==> config.mk <==
export PLATFORM = sky130hd
export DESIGN_NAME = led_strip_pattern_generator_top
export DESIGN_NICKNAME = d
export VERILOG_FILES = /design/src/lsp_pkg.sv /design/src/lsp_ram.sv /design/src/lsp_scale_unit.sv /design/src/led_strip_pattern_generator_top.sv
export SDC_FILE = /design/constraint.sdc
export NUM_CORES = 1
export LEC_CHECK = 0
export ABC_AREA = 0
export BUFFER_PORTS_ARGS = -buffer_cell sky130_fd_sc_hd__buf_2
export CAP_MARGIN = 20
export CORE_UTILIZATION = 44
export CTS_CLUSTER_SIZE = 25
export DETAILED_ROUTE_END_ITERATION = 16
export GPL_ROUTABILITY_DRIVEN = 0
export SLEW_MARGIN = 0
export SYNTH_ARGS = -nofsm -noshare
export SYNTH_HDL_FRONTEND = slang
export SYNTH_SLANG_ARGS = --single-unit
export TNS_END_PERCENT = 1
==> constraint.sdc <==
create_clock -name i_clk -period 6.61 [get_ports i_clk]
set_clock_uncertainty 0.15 [all_clocks]
set_input_delay 0.661 -clock i_clk [delete_from_list [all_inputs] [get_ports i_clk]]
set_output_delay 0.661 -clock i_clk [all_outputs]
set_load 0.03 [all_outputs]
==> src/lsp_pkg.sv <==
// Shared types and constants for the LED strip pattern generator.
// No dependencies; imported by every module of the block but lsp_ram.
`timescale 1ns / 1ps

package lsp_pkg;

    // Pattern modes, as held in the mode register
    localparam logic [1:0] MODE_OFF     = 2'd0;
    localparam logic [1:0] MODE_FIXED   = 2'd1;
    localparam logic [1:0] MODE_RAINBOW = 2'd2;
    localparam logic [1:0] MODE_BAD     = 2'd3;

    // Register indexes on the configuration port (byte address / 4)
    localparam logic [1:0] REG_MODE     = 2'd0;
    localparam logic [1:0] REG_BRIGHT   = 2'd1;
    localparam logic [1:0] REG_INTERVAL = 2'd2;

    // Input transaction kinds
    localparam logic KIND_TICK  = 1'b0;
    localparam logic KIND_WRITE = 1'b1;

    // Rainbow hue phases
    localparam logic [1:0] PHASE_RED   = 2'd0;
    localparam logic [1:0] PHASE_GREEN = 2'd1;
    localparam logic [1:0] PHASE_BLUE  = 2'd2;

    localparam logic [7:0]  LEVEL_STEP     = 8'd2;
    localparam logic [7:0]  LEVEL_TOP      = 8'd253;
    localparam logic [7:0]  BRIGHT_RESET   = 8'd128;
    localparam logic [15:0] INTERVAL_RESET = 16'd20;
    localparam logic [15:0] COUNT_MAX      = 16'hFFFF;

    typedef enum logic [2:0] {
        ST_IDLE,
        ST_EVAL,
        ST_STEP,
        ST_READ,
        ST_SCALE,
        ST_OUT
    } t_state;

    // Request to the shared channel scaler
    typedef struct packed {
        logic       en;
        logic [7:0] chan;
    } t_scale_req;

endpackage

==> src/lsp_ram.sv <==
// Generic single-write, single-read RAM with registered read data.
// No dependencies.
`timescale 1ns / 1ps

module lsp_ram #(
    parameter int WIDTH = 24,
    parameter int DEPTH = 16
) (
    input  logic                                    i_clk,
    input  logic                                    i_we,
    input  logic [((DEPTH > 1) ? $clog2(DEPTH) : 1)-1:0] i_waddr,
    input  logic [WIDTH-1:0]                        i_wdata,
    input  logic [((DEPTH > 1) ? $clog2(DEPTH) : 1)-1:0] i_raddr,
    output logic [WIDTH-1:0]                        o_rdata
);

    logic [WIDTH-1:0] r_mem [DEPTH];

    always_ff @(posedge i_clk) begin
        if (i_we) begin
            r_mem[i_waddr] <= i_wdata;
        end
        o_rdata <= r_mem[i_raddr];
    end

endmodule

==> src/lsp_scale_unit.sv <==
// Shared channel scaler: channel * brightness / 255, truncated.
// Depends on lsp_pkg for the request struct.
`timescale 1ns / 1ps

module lsp_scale_unit import lsp_pkg::*; (
    input  logic       i_clk,
    input  t_scale_req i_req,
    input  logic [7:0] i_bright,
    output logic [7:0] o_quot
);

    logic [15:0] r_prod;
    logic [15:0] w_sum;

    // register the product, then divide by 255 through the 257/65536 identity
    always_ff @(posedge i_clk) begin
        if (i_req.en) begin
            r_prod <= {8'd0, i_req.chan} * {8'd0, i_bright};
        end
    end

    assign w_sum  = r_prod + 16'd1 + {8'd0, r_prod[15:8]};
    assign o_quot = w_sum[15:8];

endmodule

==> src/led_strip_pattern_generator_top.sv <==
// Top level of the LED strip pattern generator: sequencer, registers, stream ports.
// Depends on lsp_pkg, lsp_ram and lsp_scale_unit.
`timescale 1ns / 1ps

// The block takes one input transaction at a time on the slave stream: either a
// millisecond tick (tuser low) or a colour map write (tuser high). A map write
// leaves the block idle, so map writes can follow each other back to back. A
// tick that brings no frame returns to idle after its evaluation; when the
// configured interval has elapsed (and, in fixed mode, a refresh is pending
// after reset, a map write or a mode write) it starts a frame of LED_COUNT GRB
// pixels on the master stream, and the block stays busy (s_axis_tready low)
// until the frame's last pixel, marked by tlast, has been taken. Each pixel
// goes through the colour map read, the shared scaler (one multiplier, each
// of the three channels in turn) and the pixel handshake, which waits out any
// output stall; in rainbow mode a frame first steps the rainbow levels. The
// colour map lives in a small RAM with a valid bit per entry, so it reads as
// zero after reset without any clearing pass. Configuration must be written
// through the APB-style port while the block is idle; the block does not check.
module led_strip_pattern_generator_top import lsp_pkg::*; #(
    parameter int LED_COUNT = 16
) (
    input  logic        i_clk,
    input  logic        i_rst_n,
    // input stream
    input  logic        s_axis_tvalid,
    output logic        s_axis_tready,
    input  logic [31:0] s_axis_tdata,   // [5:0] led_index, [29:6] map_color, [31:30] zero
    input  logic        s_axis_tuser,   // [0] kind
    // output stream
    output logic        m_axis_tvalid,
    input  logic        m_axis_tready,
    output logic [23:0] m_axis_tdata,   // [23:0] pixel_word
    output logic        m_axis_tlast,   // last_pixel
    // configuration port
    input  logic        psel,
    input  logic        penable,
    input  logic        pwrite,
    input  logic [3:0]  paddr,
    input  logic [31:0] pwdata,
    output logic [31:0] prdata,
    output logic        pready
);

    localparam int IDX_W = (LED_COUNT > 1) ? $clog2(LED_COUNT) : 1;

    // registers
    t_state             r_state, n_state;
    logic [1:0]         r_mode;
    logic [7:0]         r_bright;
    logic [15:0]        r_interval;
    logic [15:0]        r_elapsed;
    logic [1:0]         r_phase;
    logic [7:0]         r_red, r_green, r_blue;
    logic               r_refresh;
    logic [LED_COUNT-1:0] r_map_valid;
    logic               r_rd_valid;
    logic [IDX_W-1:0]   r_led;
    logic [1:0]         r_ch;
    logic [23:0]        r_pixel;

    // decode
    logic               w_in_acc;
    logic               w_cfg_wr;
    logic [5:0]         w_in_idx;
    logic [23:0]        w_in_color;
    logic               w_map_we;
    logic [15:0]        w_ival;
    logic               w_due;
    logic               w_last_led;
    logic [23:0]        w_src;
    logic [23:0]        w_ram_rdata;
    logic [7:0]         w_quot;
    t_scale_req         w_req;

    assign w_in_acc   = s_axis_tvalid && s_axis_tready;
    assign w_cfg_wr   = psel && penable && pwrite && pready;
    assign w_in_idx   = s_axis_tdata[5:0];
    assign w_in_color = s_axis_tdata[29:6];
    // drop map writes that fall beyond the strip
    assign w_map_we   = w_in_acc && (s_axis_tuser == KIND_WRITE)
                        && ({1'b0, w_in_idx} < 7'(LED_COUNT));
    // a zero interval behaves as one tick
    assign w_ival     = (r_interval == 16'd0) ? 16'd1 : r_interval;
    assign w_due      = (r_elapsed >= w_ival);
    assign w_last_led = (r_led == IDX_W'(LED_COUNT - 1));

    assign s_axis_tready = (r_state == ST_IDLE);
    assign m_axis_tvalid = (r_state == ST_OUT);
    assign m_axis_tdata  = r_pixel;
    assign m_axis_tlast  = w_last_led;
    assign pready        = 1'b1;

    always_comb begin
        case (paddr[3:2])
            REG_MODE:     prdata = {30'd0, r_mode};
            REG_BRIGHT:   prdata = {24'd0, r_bright};
            REG_INTERVAL: prdata = {16'd0, r_interval};
            default:      prdata = 32'd0;
        endcase
    end

    // colour map storage; the read address follows the pixel counter
    lsp_ram #(
        .WIDTH (24),
        .DEPTH (LED_COUNT)
    ) u_map (
        .i_clk   (i_clk),
        .i_we    (w_map_we),
        .i_waddr (w_in_idx[IDX_W-1:0]),
        .i_wdata (w_in_color),
        .i_raddr (r_led),
        .o_rdata (w_ram_rdata)
    );

    // pixel source: map entry (zero until written), solid rainbow colour or black
    always_comb begin
        case (r_mode)
            MODE_FIXED:   w_src = r_rd_valid ? w_ram_rdata : 24'd0;
            MODE_RAINBOW: w_src = {r_green, r_red, r_blue};
            default:      w_src = 24'd0;
        endcase
    end

    // feed green, red, blue in turn; each quotient comes in the cycle after its request
    always_comb begin
        w_req.en = (r_state == ST_SCALE) && (r_ch != 2'd3);
        case (r_ch)
            2'd0:    w_req.chan = w_src[23:16];
            2'd1:    w_req.chan = w_src[15:8];
            default: w_req.chan = w_src[7:0];
        endcase
    end

    lsp_scale_unit u_scale (
        .i_clk    (i_clk),
        .i_req    (w_req),
        .i_bright (r_bright),
        .o_quot   (w_quot)
    );

    // next state
    always_comb begin
        n_state = r_state;
        case (r_state)
            ST_IDLE: begin
                if (w_in_acc) begin
                    n_state = (s_axis_tuser == KIND_TICK) ? ST_EVAL : ST_IDLE;
                end
            end
            ST_EVAL: begin
                if (!w_due) begin
                    n_state = ST_IDLE;
                end else begin
                    case (r_mode)
                        MODE_FIXED:   n_state = r_refresh ? ST_READ : ST_IDLE;
                        MODE_RAINBOW: n_state = ST_STEP;
                        default:      n_state = ST_READ;
                    endcase
                end
            end
            ST_STEP:  n_state = ST_READ;
            ST_READ:  n_state = ST_SCALE;
            ST_SCALE: n_state = (r_ch == 2'd3) ? ST_OUT : ST_SCALE;
            ST_OUT: begin
                if (m_axis_tready) begin
                    n_state = w_last_led ? ST_IDLE : ST_READ;
                end
            end
            default:  n_state = ST_IDLE;
        endcase
    end

    always_ff @(posedge i_clk) begin
        if (!i_rst_n) begin
            r_state <= ST_IDLE;
        end else begin
            r_state <= n_state;
        end
    end

    // configuration, counters and rainbow levels
    always_ff @(posedge i_clk) begin
        if (!i_rst_n) begin
            r_mode      <= MODE_OFF;
            r_bright    <= BRIGHT_RESET;
            r_interval  <= INTERVAL_RESET;
            r_elapsed   <= 16'd0;
            r_phase     <= PHASE_RED;
            r_red       <= 8'd0;
            r_green     <= 8'd0;
            r_blue      <= 8'd0;
            r_refresh   <= 1'b1;
            r_map_valid <= '0;
            r_led       <= '0;
            r_ch        <= 2'd0;
        end else begin
            // hold the count at its top rather than wrap
            if (w_in_acc && (s_axis_tuser == KIND_TICK) && (r_elapsed != COUNT_MAX)) begin
                r_elapsed <= r_elapsed + 16'd1;
            end

            if (r_state == ST_EVAL && w_due) begin
                r_elapsed <= r_elapsed - w_ival;
                if (r_mode == MODE_FIXED) begin
                    r_refresh <= 1'b0;
                end
            end

            if (r_state == ST_STEP) begin
                case (r_phase)
                    PHASE_RED: begin
                        r_blue <= (r_blue >= LEVEL_STEP) ? r_blue - LEVEL_STEP : 8'd0;
                        if (r_red >= LEVEL_TOP) r_phase <= PHASE_GREEN;
                        else                    r_red   <= r_red + LEVEL_STEP;
                    end
                    PHASE_GREEN: begin
                        r_red <= (r_red >= LEVEL_STEP) ? r_red - LEVEL_STEP : 8'd0;
                        if (r_green >= LEVEL_TOP) r_phase <= PHASE_BLUE;
                        else                      r_green <= r_green + LEVEL_STEP;
                    end
                    PHASE_BLUE: begin
                        r_green <= (r_green >= LEVEL_STEP) ? r_green - LEVEL_STEP : 8'd0;
                        if (r_blue >= LEVEL_TOP) r_phase <= PHASE_RED;
                        else                     r_blue  <= r_blue + LEVEL_STEP;
                    end
                    default: r_phase <= PHASE_RED;
                endcase
            end

            // pixel and channel counters
            if (r_state == ST_EVAL) begin
                r_led <= '0;
            end
            if (r_state == ST_READ) begin
                r_ch <= 2'd0;
            end else if (r_state == ST_SCALE) begin
                r_ch <= r_ch + 2'd1;
            end
            if (r_state == ST_OUT && m_axis_tready && !w_last_led) begin
                r_led <= r_led + IDX_W'(1);
            end

            // mark refresh last so that it wins over a clear
            if (w_map_we) begin
                r_map_valid[w_in_idx[IDX_W-1:0]] <= 1'b1;
                r_refresh <= 1'b1;
            end

            if (w_cfg_wr) begin
                case (paddr[3:2])
                    REG_MODE: begin
                        if (pwdata[1:0] != MODE_BAD) begin
                            r_mode    <= pwdata[1:0];
                            r_refresh <= 1'b1;
                        end
                    end
                    REG_BRIGHT:   r_bright   <= pwdata[7:0];
                    REG_INTERVAL: r_interval <= pwdata[15:0];
                    default: ;
                endcase
            end
        end
    end

    // payload: valid flag alongside the map read, pixel assembled channel by channel
    always_ff @(posedge i_clk) begin
        r_rd_valid <= r_map_valid[r_led];
        if (r_state == ST_SCALE && r_ch != 2'd0) begin
            r_pixel <= {r_pixel[15:0], w_quot};
        end
    end

endmodule

Yosys cells after proc, flatten, opt, wreduce, memory -nomap -nowiden
Memory sizes are Yosys's and may differ from the RTL's. A register that Yosys moved wholly into a read port is not among the register bits. Cells that the tools add are included.

Bits in registers: 135. Bits in latches: 0. RAM bits: 384. Memory bits (read-only): 0. Input bits: 76. Logic and storage cells: 146. Memories kept: 1.

$add $sub $neg: 12. Multipliers: 1. Div/mod/pow operators: 0. Magnitude comparators: 11. Equal/unequal tests: 25. Shift-type cells: 0. Multiplexer cells: 43. Bitwise logic cells: 3. Reduce and logical (&&, ||, !) cells: 34.

Memory list: u_map.r_mem (depth 16, width 24, rd ports 1, clocked after memory_dff 1, write ports 1, line lsp_ram.sv:17) `logic [WIDTH-1:0] r_mem [DEPTH];`.

Operator list (number): case mux 8 bit (2 select lines) (4); two-way mux 16 bit (3); two-way mux 8 bit (6); case mux 16 bit (3 select lines) (1); case mux 24 bit (2 select lines) (1); adder 16 x 1 -> 16 bit (second input constant) (2); adder 8 x 2 -> 8 bit (second input constant) (3); >= comparator 8 x 2 -> 1 bit (second input constant) (3); >= comparator 8 bit (second input constant) (3); two-way mux 24 bit (1); subtractor 8 x 2 -> 8 bit (second input constant) (3); case mux 3 bit (6 select lines) (1); adder 16 x 8 -> 16 bit (1); >= comparator 16 bit (1); logical NOT 16 bit (1); multiplier 8 x 8 -> 16 bit (1); inequality test 16 bit (second input constant) (1); inequality test 2 bit (second input constant) (8); OR 16 bit (1); subtractor 16 bit (1); logical AND 1 bit (13); two-way mux 1 bit (12); two-way mux 2 bit (6); AND reduction 3 bit (4); other kinds (26) (48).

Logic depth before layout (Yosys ltp)
Gate-level depths: netlist of run 1.

Depth after elaboration: 9. Depth in mapped cells: 24. Depth with buffers taken out: 22.

Hierarchy
From an unflattened synthesis of run 1, not the netlist that was laid out.

Cells, all modules: 1791. Area total of the unflattened synthesis: 24850.1 sq um.

Modules (own cells, without submodules): lsp_ram (instances 1, cells each 636, area an instance 14930.6 sq um); led_strip_pattern_generator_top (instances 1, cells each 848, area an instance 6966.7 sq um); lsp_scale_unit (instances 1, cells each 307, area an instance 2952.8 sq um).

Worst setup path after synthesis of run 1
OpenSTA, ideal clock, no wires.

Path type: register to register. Start point: register r_mode[1]. End point: register u_scale.r_prod[15] (data pin). Data arrival time: 5.223 ns. Required time: 6.201 ns. Path slack: 0.978 ns. Cell stages (with the launch flop): 22. Buffers on the path: 1. Period minus slack after synthesis: 5.632 ns. Cells stage by stage: dfxtp_1 -> inv_1 -> ha_1 -> and2_0 -> clkbuf_1 -> a22o_1 -> a222oi_1 -> nor2_1 -> and2_1 -> fa_1 -> fa_1 -> fa_1 -> inv_1 -> fa_1 -> inv_1 -> ha_1 -> or3_1 -> o21ai_0 -> a21oi_1 -> a211oi_1 -> a21oi_1 -> xnor2_1.

Cells in the longest elaborated chain, start to end: 4.

Ends and longest elaborated chain: start: declaration (line led_strip_pattern_generator_top.sv:48) `logic [1:0] r_mode;`; start signal: assignment (line led_strip_pattern_generator_top.sv:253) `r_mode <= pwdata[1:0];`; equality test 2 bit / equality test 2 x 1 -> 1 bit (equally long branches) (line led_strip_pattern_generator_top.sv:117) `case (r_mode)`; case mux 24 bit (2 select lines) * (line led_strip_pattern_generator_top.sv:117); case mux 8 bit (2 select lines) * (line led_strip_pattern_generator_top.sv:127) `case (r_ch)`; multiplier 8 x 8 -> 16 bit * (line lsp_scale_unit.sv:18) `r_prod <= {8'd0, i_req.chan} * {8'd0, i_bright};`; end signal: assignment (line lsp_scale_unit.sv:18); end: declaration (line lsp_scale_unit.sv:12) `logic [15:0] r_prod;`.

Every way passes the cells marked *; elsewhere a longest branch is shown, timed or not. A chain may end at the register's enable or synchronous reset.

Worst setup path after layout of run 1
Start point: register r_ch[0]. End point: register u_scale.r_prod[15] (data pin).

Cells in the longest elaborated chain, start to end: 3.

Ends and longest elaborated chain: start: declaration (line led_strip_pattern_generator_top.sv:58) `logic [1:0] r_ch;`; start signal: assignment (line led_strip_pattern_generator_top.sv:237) `r_ch <= r_ch + 2'd1;`; equality test 2 x 1 -> 1 bit / logical NOT 2 bit (equally long branches) (line led_strip_pattern_generator_top.sv:127); case mux 8 bit (2 select lines) * (line led_strip_pattern_generator_top.sv:127); multiplier 8 x 8 -> 16 bit * (line lsp_scale_unit.sv:18).

Marks and branches as above.

==> results of run 1 <==
==> per-layer routing <==
layer  up-vias  GRT usage
met5         -          0
li1       6587          -
met4         0     0.0509
met1      7296      0.256
met2       314      0.344
met3        83     0.0281
==> final cells by class <==
type                       instances  area, um2  share of cell area
inverter                          85        319              0.0113
clock inverter                    32        370              0.0131
tap                              748        936              0.0332
clock buffer                      74       1560              0.0554
multi-input combinational        985       9120               0.324
timing repair buffer             128        825              0.0292
sequential                       540      15100               0.534
==> per-stage QoR <==
stage,std cells,hold WS (ps),setup WS (ps),utilization
4_1_cts,2590,104,286,0.509
2_1_floorplan,1708,285,978,-
3_3_place_gp,2480,276,432,0.472
6_report,2592,151,478,0.510
5_1_grt,2592,134,92.6,0.510
3_5_place_dp,2484,283,338,0.474
==> registers in the layout, indices dropped and copies added (netlist names) <==
register and count:
u_scale.r_prod 16, r_elapsed 16, u_map.r_mem 384, r_led 4, r_map_valid 16, m_axis_tdata 24
r_phase 2, r_refresh 1, r_state 3, r_rd_valid 1, u_map.o_rdata 24, r_blue 7
r_red 7, r_ch 2, r_green 7, r_interval 16, r_mode 2, r_bright 8
==> power by group through the flow <==
stage	clock network, mW	logic [mW]	registers [mW]
after floorplan	0	0.786	3.84
after global placement	0	0.948	3.87
after detailed placement	0	0.966	3.87
after CTS	3.32	0.974	3.79
after global routing	3.45	1.09	3.81
final	3.25	0.971	3.80
==> synthesized netlist by cell type, drive strengths merged (19+ instances only) <==
master and n:
a21oi 51, and2 71, buf 46, clkbuf 52
dfxtp 116, edfxtp 424, fa 37, ha 72
inv 85, mux4 125, nand2 112, nand2b 19
nand3 27, nor2 84, nor2b 22, nor3 27
o21a 28, o21ai 49, xnor2 37
==> logic make-up after synthesis <==
family                     synth area share
AOI/OAI and AO/OA                    0.0698
xor gates and xnor gates             0.0187
adders and majority gates            0.0663
buffers and inverters                0.0312
DFF                                   0.608
muxes                                 0.120
other                              0.000303
and+or+nand+nor                      0.0861
==> worst paths after layout <==
kind,from,end,cells past startpoint
max,r_ch[0],u_scale.r_prod[15],21
min,pwdata[7],r_bright[7],3
max reg2reg,r_ch[0],u_scale.r_prod[15],21
min reg2reg,m_axis_tdata[1],m_axis_tdata[9],0
==> critical path, cell delays in order, from the launching register on <==
cell      delay (ps)
dfxtp_1          440
inv_1             80
ha_1             230
buf_4            220
nand2b_1         160
o21ai_0          280
a222oi_1         160
nor2_1           410
and2_1           210
fa_1             440
fa_1             520
fa_1             540
inv_1             60
fa_1             520
inv_1             40
ha_1             340
or3_1            360
o21ai_0           80
a21oi_1           90
a211oi_2         270
a21oi_1          130
xnor2_1          130
==> flow_summary.toml, run 1 <==
[worst_setup_path]
start_kind = "register"
crit_type = "reg2reg"
required_ps = 6810
cp_data_arrival_time_ps = 6330
cp-end-kind = "register"
critPathMaxFanout = 27
rrSetupSlack_ps = 480

[cts]
cts_tree = "yes"
cts_made_buffers = 56
cts.sinks = 540
postCtsSetupBuffers = 0
clk_pin_slew_worst_paths_ps = 60
clk_latency_ps = 620
hold_buffers = 0
cts_resized = 0
clock_path_buffers = 3
cts_root_buf = "clkbuf_16"
htree_levels = 2

[power]
switching_power_mw = 1.97
p_int_mw = 6.04
p_sw_frac = 0.246
power_mw = 8.01
clockPowerShare = 0.405
leakage_nw = 9.81
p_seq_frac = 0.474
peakVddDrop_v = 0.000240
combPwrFrac = 0.121
power_density_mw_per_mm2 = 284

[drt]
totalWireLength_mm = 54.4
wire_per_inst_um = 21.0
first_pass_iters = 7
wl_met3_mm = 2.31
routed.top_layer = "met4"
wl_met1_mm = 23.3
drt_iter0_drc = 1033
antenna_left = 0
viasPerCell = 5.51
wl_met2_mm = 27.8
num_vias = 14300
drc = 0

[sta]
drv_slew = 0
post-route-period-util = 0.928
setup_viol = 0
hold_viol_final = 0
fmax_mhz = 163
tightest_slew_ps = 1070
finalSetupTns_ps = 0
rsz0062_at_grt = "no"
slew_headroom = 0.289
fin_crit_ps = 6130

[logic_synthesis]
syn-cell-area_mm2 = 0.0248
yosysTopAreaCellShare = 0.514
synthTopCellsByArea = "edfxtp_1 (51%), mux4_2 (11%), dfxtp_1 (9.4%), ha_1 (3.6%), fa_1 (3.0%)"
yosysTopAreaCell = "edfxtp_1"
async_flop_share = 0
synth_edf_count = 424
yosys_warnings = 0
synthFlopType = "edfxtp_1"
syn-mean-instance-area_um2 = 14.6
ys_ff_latch = 540
netlist_instances = 1693
ys_types = 71
seq_area_frac_synth = 0.608

[floorplanning]
rows = 86
fp.dieH_um = 239
core_area_mm2 = 0.0553
die_w_um = 239
initial_core_util = 0.448
io-pin-count = 136
dieArea_mm2 = 0.0572

[cells_and_area]
final_cell_mix = "edfxtp_1 (424), mux4_2 (125), nand2_1 (112), dfxtp_1 (112), buf_2 (98)"
diodes = 0
nets = 1981
fin_area_mm2 = 0.0282
nFillCells = 4736
synthToLayoutAreaGrowth_pct = 13.8
drive_above_1_share = 0.207
final_common_cell = "edfxtp_1"

[grt]
antenna_found_initial = 1
grtUsageTotal = 0.197
grt_max_degree = 96
first_global_vias = 14500
grt_pass1_wl_mm = 85.4
grt.overflow.total = 0

[placed_design]
portBuffers = 98
hpwl_mm = 32.5
postPlaceCellArea_mm2 = 0.0262

[job]
maxCapViolCount = 0

[outcome]
status = "finished, final reports clean"

[hold_path]
hold_class = "in2reg"
Power figures use the tool's default switching activity.
==> run 2, diff against run 1 <==
--- a/config.mk
+++ b/config.mk
@@ -7,11 +7,13 @@
 export LEC_CHECK = 0
 export ABC_AREA = 0
 export BUFFER_PORTS_ARGS = -buffer_cell sky130_fd_sc_hd__buf_2
-export CAP_MARGIN = 20
+export CELL_PAD_IN_SITES_DETAIL_PLACEMENT = 1
+export CELL_PAD_IN_SITES_GLOBAL_PLACEMENT = 2
 export CORE_UTILIZATION = 44
 export CTS_CLUSTER_SIZE = 25
 export DETAILED_ROUTE_END_ITERATION = 16
 export GPL_ROUTABILITY_DRIVEN = 0
+export PLACE_DENSITY_LB_ADDON = 0.1
 export SLEW_MARGIN = 0
 export SYNTH_ARGS = -nofsm -noshare
 export SYNTH_HDL_FRONTEND = slang
==> run 2 against run 1 <==
Worst setup slack worse by 55 ps. Utilization fell by 0.14 points. Global-route usage up 1.9 points. Sequential power about the same. Largest power group unchanged. Hold slack better by 3.2 ps. Sequential share of layout area grew 0.14 points. Total power grew 0.49%. Non-clock buffer count rose by 5. Clock-buffer cell count grew 7. Via count grew 0.29%. Wire length grew 10%.
==> flow_summary.toml, run 2 (same netlist as run 1, synthesis figures left out) <==
[outcome]
status = "finished, final reports clean"

[cts]
clk_pin_slew_worst_paths_ps = 60
cts_root_buf = "clkbuf_16"
cts_resized = 0
htree_levels = 2
hold_buffers = 0
clk_latency_ps = 610
clock_path_buffers = 3
cts.sinks = 540
cts_tree = "yes"
cts_made_buffers = 57
postCtsSetupBuffers = 0

[cells_and_area]
nFillCells = 5415
seqCellArea_mm2 = 0.0151
top_register = "u_map.r_mem"
largest_register_ffs = 384
multiInputGateArea_mm2 = 0.00913
fin_cells = 2599
final_cell_mix = "edfxtp_1 (424), mux4_2 (125), dfxtp_1 (113), nand2_1 (112), buf_2 (98)"
final_common_cell = "edfxtp_1"
synthToLayoutAreaGrowth_pct = 13.5
nets = 1987
finish.utilization = 0.508
drive_above_1_share = 0.206

[hold_path]
holdPathStages = 3
hold_path_end = "r_interval[10]"
min_from = "pwdata[10]"
hold_class = "in2reg"

[drt]
first_pass_iters = 4
drt_iter0_drc = 770
wire_per_inst_um = 23.1
num_vias = 14300
antenna_left = 0
viasPerCell = 5.51
totalWireLength_mm = 60.0
drc = 0

[floorplanning]
initial_core_util = 0.448
rows = 86
die_w_um = 239
fp.dieH_um = 239
io-pin-count = 136
core_area_mm2 = 0.0553
dieArea_mm2 = 0.0572

[sta]
hold_viol_final = 0
holdWs_ps = 154
fmax_mhz = 162
rsz0062_at_grt = "no"
slew_headroom = 0.267
drv_slew = 0
fin_crit_ps = 6190
tightest_slew_ps = 1100
setup_viol = 0
finalSetupTns_ps = 0
post-route-period-util = 0.936

[worst_setup_path]
crit_type = "reg2reg"
required_ps = 6810
worstReg2RegStart = "r_mode[1]"
cp-end-kind = "register"
cp_data_arrival_time_ps = 6390
timing.rr.end = "u_scale.r_prod[15]"
start_kind = "register"
rrSetupSlack_ps = 420
critPathMaxFanout = 14
reg2regPathDepth = 20

[placed_design]
portBuffers = 98
hpwl_mm = 36.5
post-place-cells = 2491

[grt]
grt_pass1_wl_mm = 92.3
antenna_found_initial = 3
grt.overflow.total = 0
first_global_vias = 15500
grt_max_degree = 105
grtUsageTotal = 0.215

[job]
maxCapViolCount = 0

[power]
power_density_mw_per_mm2 = 286
peakVddDrop_v = 0.000245
leakage_nw = 9.78
[run 2: changes by cell type in the layout (fill, tap and decap cells not counted), sizes merged]
cell and change:
buf +5, bufinv +1, clkbuf +7, clkinv -5, clkinvlp -1, diode +1, inv -1
[run 2: cell type report]
class | count | area share
clock inverters | 26 | 0.0129
clock buffers | 81 | 0.0550
inverters | 85 | 0.0113
multi-input cells | 985 | 0.325
diodes | 1 | 0.0000890
repair buffers | 133 | 0.0272
flip-flops and latches | 540 | 0.536
well taps | 748 | 0.0333
[run 2: critical path, cell delays in order, from the launching register on]
cell	delay, ps
dfxtp_1	390
inv_1	60
ha_1	270
and2_1	360
a22o_1	260
a222oi_1	430
nor2_2	160
and2_1	210
fa_1	510
fa_1	520
fa_1	550
inv_1	50
fa_1	520
inv_1	40
ha_1	330
or3_1	350
o21ai_0	70
a21oi_1	90
a211oi_1	320
a21oi_1	130
xnor2_1	140
[run 2: how the worst max path moves through the flow]
stage,from,endpoint,cells past startpoint
after global placement,r_mode[0],u_scale.r_prod[15],19
after detailed placement,r_ch[0],u_scale.r_prod[15],20
final,r_mode[1],u_scale.r_prod[15],20
after CTS,r_ch[0],u_scale.r_prod[15],20
after floorplan,r_mode[1],u_scale.r_prod[15],21
after global routing,r_ch[0],u_scale.r_prod[15],19
[run 2: metal layers]
metal	share of wire	GRT usage
met2	0.51	0.380
met4	0.023	0.0589
met1	0.43	0.276
met5	0.00042	0
met3	0.037	0.0315
[run 2: stage by stage]
step           setup slack [ps]  area [um2]  power (mW)
2_1_floorplan               978       24800        4.63
6_report                    423       28100        8.05
3_5_place_dp                184       26200        4.88
4_1_cts                     139       28100        8.15
3_3_place_gp                251       26200        4.85
5_1_grt                    79.5       28100        8.37
[run 2: power by group]
group          switching [mW]  internal, mW
Clock                    1.34          1.91
Sequential             0.0874          3.71
Combinational           0.577         0.424
Total                    2.00          6.05
